--- src/sv/pls_pkg.sv ---
// Shared types and codes for the positional list store.
package pls_pkg;

	localparam int POS_W    = 7;
	localparam int DATA_W   = 32;
	localparam int COUNT_W  = 7;

	typedef enum logic [1:0] {
		KIND_READ   = 2'd0,
		KIND_INSERT = 2'd1,
		KIND_UPDATE = 2'd2,
		KIND_REMOVE = 2'd3
	} kind_t;

	typedef enum logic [1:0] {
		ST_OK        = 2'd0,
		ST_BAD_INDEX = 2'd1,
		ST_FULL      = 2'd2
	} status_t;

	typedef struct packed {
		kind_t              kind;
		logic [POS_W-1:0]   position;
		logic [DATA_W-1:0]  value;
	} in_word_t;

	typedef struct packed {
		status_t             status;
		logic [DATA_W-1:0]   read_data;
		logic [COUNT_W-1:0]  count;
	} out_word_t;

	typedef struct packed {
		logic               ins;
		logic               upd;
		logic               rem;
		logic [POS_W-1:0]   pos;
	} cell_ctrl_t;

endpackage

--- src/sv/pls_cell.sv ---
// One storage cell of the list: holds one element and shifts to or from its neighbors.
module pls_cell #(
	parameter int INDEX         = 0,
	parameter int CAPACITY      = 64,
	parameter int ELEMENT_WIDTH = 32
) (
	input  logic                      clk,
	input  pls_pkg::cell_ctrl_t       ctrl,
	input  logic [ELEMENT_WIDTH-1:0]  value,
	input  logic [ELEMENT_WIDTH-1:0]  left_data,
	input  logic [ELEMENT_WIDTH-1:0]  right_data,
	output logic [ELEMENT_WIDTH-1:0]  data,
	output logic [ELEMENT_WIDTH-1:0]  read_term
);

	localparam int IDX_W = (CAPACITY > 1) ? $clog2(CAPACITY) : 1;
	localparam int CMP_W = (IDX_W > pls_pkg::POS_W) ? IDX_W : pls_pkg::POS_W;

	logic [CMP_W-1:0]          pos_x;
	logic [CMP_W-1:0]          idx_x;
	logic                      hit;
	logic                      above;
	logic [ELEMENT_WIDTH-1:0]  data_q;

	assign pos_x = CMP_W'(ctrl.pos);
	assign idx_x = CMP_W'(INDEX);
	assign hit   = (pos_x == idx_x);
	assign above = (idx_x > pos_x);

	always_ff @(posedge clk) begin
		priority if (ctrl.ins && hit) begin
			data_q <= value;
		end else if (ctrl.ins && above) begin
			data_q <= left_data;
		end else if (ctrl.upd && hit) begin
			data_q <= value;
		end else if (ctrl.rem && (hit || above)) begin
			data_q <= right_data;
		end else begin
			data_q <= data_q;
		end
	end

	assign data      = data_q;
	assign read_term = hit ? data_q : '0;

endmodule
--- config.mk ---
export PLATFORM = sky130hd
export DESIGN_NAME = pls_cell
export DESIGN_NICKNAME = d
export VERILOG_FILES = /design/src/sv/pls_pkg.sv /design/src/sv/pls_cell.sv
export SDC_FILE = /design/constraint.sdc
export NUM_CORES = 1
export LEC_CHECK = 0
export ABC_AREA = 1
export BUFFER_PORTS_ARGS = -buffer_cell sky130_fd_sc_hd__buf_2
export CAP_MARGIN = 10
export CORE_ASPECT_RATIO = 1.1
export CORE_MARGIN = 4
export CORE_UTILIZATION = 40
export CTS_CLUSTER_DIAMETER = 60
export CTS_CLUSTER_SIZE = 20
export DETAILED_ROUTE_END_ITERATION = 12
export HOLD_SLACK_MARGIN = 0.06
export PLACE_DENSITY = 0.95
export SLEW_MARGIN = 20
export SYNTH_ARGS = -nofsm -noshare
export SYNTH_HDL_FRONTEND = slang
export SYNTH_SLANG_ARGS = --single-unit
--- constraint.sdc ---
create_clock -name clk -period 5.5 [get_ports clk]
set_input_delay 0.825 -clock clk [delete_from_list [all_inputs] [get_ports clk]]
set_output_delay 0.825 -clock clk [all_outputs]
set_load 0.01 [all_outputs]
==> flow_summary.ini <==
[route]
drt-pass1-iter-count = 4
ant_nets = 0
vias = 1862
drtIter0Drc = 66
drt_wl_total_um = 5066
viasPerCell = 4.487
wl_per_cell_um = 12.21
route.detailed.drc = 0

[timing]
fin_crit_sh_pct = 48.66
rsz0062_at_grt = no
slew_viol_final = 0
period_needed_ns = 2.676
worstMarginPinSlew_ns = 0.8725
finalSetupTns_ns = 0
max_freq_ghz = 0.3736
relSlewSlack_pct = 41.70
hold_viol_final = 0
setup_viol = 0

[global_routing]
grt_pass1_wl_um = 7921
grt_max_degree = 34
overflow = 0
antenna_found_initial = 0
track_usage_pct = 17.96
grt_pass1_vias = 1733

[clock_network]
cts_setup_buffers = 0
ctsHoldBuffers = 0
htreeDepth = 2
cts_root_buf = clkbuf_8
cts-resized-gates = 0
path_clk_slew_ns = 0.06
clockBufferDepth = 2
cts_tree = yes
numCtsBuffers = 5
cts.sinks = 32

[placement]
hpwlAfterDp_um = 3925
portBuffers = 138
gp_congestion = 0.8336
placed_cells = 407

[yosys]
synthArstFlopShare_pct = 0
yosysUniqueCellTypes = 11
synth_cells = 226
synthesis.nets = 333
synth_ff_type = edfxtp_1
synth-seq-cells = 32
yosys.area.top_type = edfxtp_1
avgSynthCellArea_um2 = 8.000
synth_most_common_cell = nand2_1
ys_seq_area_share_pct = 53.15
synth_edf_count = 32
synth_top_cell_area_share_pct = 53.15
synth_area_mm2 = 0.001808
ys_top_cells_by_count = nand2_1, inv_1, nor2_1, nand3_1, edfxtp_1
synthTopCellsByArea = edfxtp_1, nand2_1, nand3_1
ys.warnings.count = 0

[floorplanning]
die-area_mm2 = 0.005661
die_h_um = 78.51
rows = 25
core_area_mm2 = 0.004348
io_pins = 171
die_w_um = 72.10
initial_core_util_pct = 41.58

[final_layout]
largest_reg_flops = 32
n_antenna_cell = 0
nets = 467
synthToLayoutAreaGrowth_pct = 41.94
stdcell_count = 415
fill_cells = 408
drive_above_1_share_pct = 41.27

[power_and_ir_drop]
finalPower_w = 0.0004893
power.density_mw_per_mm2 = 190.7
p_leak_nw = 1.501
vdd_ir_drop_max_v = 0.0001017

[setup_path]
cp_num_buf_inv = 2
critPathMaxFanout = 32
critPathKind = primary input to flip-flop
crit_path_start_kind = primary input
path_cells = buf_2, or2_1, buf_4, nor2_1, nor2_4
required_ns = 5.40
crit_arrival_ns = 2.57
critPathCaptureType = flip-flop
cp_top_family = simple AND/OR/NAND/NOR gates
max_stage_delay_ns = 0.69
slowest_stage = nor2_4

[hold_path]
hp-class = primary input to flip-flop

[status]
run_status = finished clean

[flow_run]
cap_violations = 0
==> through the flow <==
| stage | hold slack (ns) | util, % | setup slack (ns) | cell area (um2) |
|---|---|---|---|---|
| 3_5_place_dp | 1.093 | 57.18 | 2.475 | 2486 |
| 5_1_grt | 0.8163 | 59.02 | 2.642 | 2566 |
| 6_report | 0.8142 | 59.02 | 2.824 | 2566 |
| 2_1_floorplan | 1.004 | - | 2.487 | 1808 |
| 3_3_place_gp | 1.088 | 57.18 | 2.559 | 2486 |
| 4_1_cts | 0.8050 | 59.02 | 2.778 | 2566 |
==> placed cells by master, fill, tap and decap left out <==
cell / n
buf_2: 138
nand2_1: 68
inv_1: 38
nor2_1: 37
nand3_1: 33
edfxtp_1: 32
clkbuf_8: 5
nor2_4: 2
clkbuf_1: 2
buf_4: 2
or2_1: 1
nand3_4: 1
inv_2: 1
clkinv_1: 1
==> layer usage <==
metal  up-vias  GRT usage [%]  part of all wire, %
met5         -              0                    0
met4         0          8.271                  2.1
met3         8          3.201                  7.4
met2        77          31.88                   53
met1       815          20.54                   38
li1        962              -                    -
==> path summary, 6_finish.rpt <==
check                          start       end  slack, ns  cells after the start
worst max-delay path         ctrl[8]   data[2]       2.82                      5
worst min-delay path  right_data[14]  data[14]       0.81                      3
==> cells by family after synthesis <==
kind of cell  after synthesis  synth area share, %
simple gates              142                33.08
buf+inv                    52                13.77
flops                      32                53.15
==> layout make-up <==
| cell class | instances | area (um2) | share of cell area (%) |
|---|---|---|---|
| timing repair buffer | 140 | 705.7 | 27.50 |
| clock buffer | 7 | 76.32 | 2.974 |
| multi-input combinational | 142 | 605.6 | 23.60 |
| tap | 54 | 67.56 | 2.633 |
| sequential | 32 | 960.9 | 37.45 |
| inverter | 39 | 146.4 | 5.705 |
| clock inverter | 1 | 3.754 | 0.1463 |
==> report_power, final <==
part           internal (W)  switching [W]
Combinational     0.0000265      0.0000248
Clock             0.0000880      0.0000792
Sequential         0.000270    0.000000709
No activity file was read; power rests on OpenSTA's default activity.
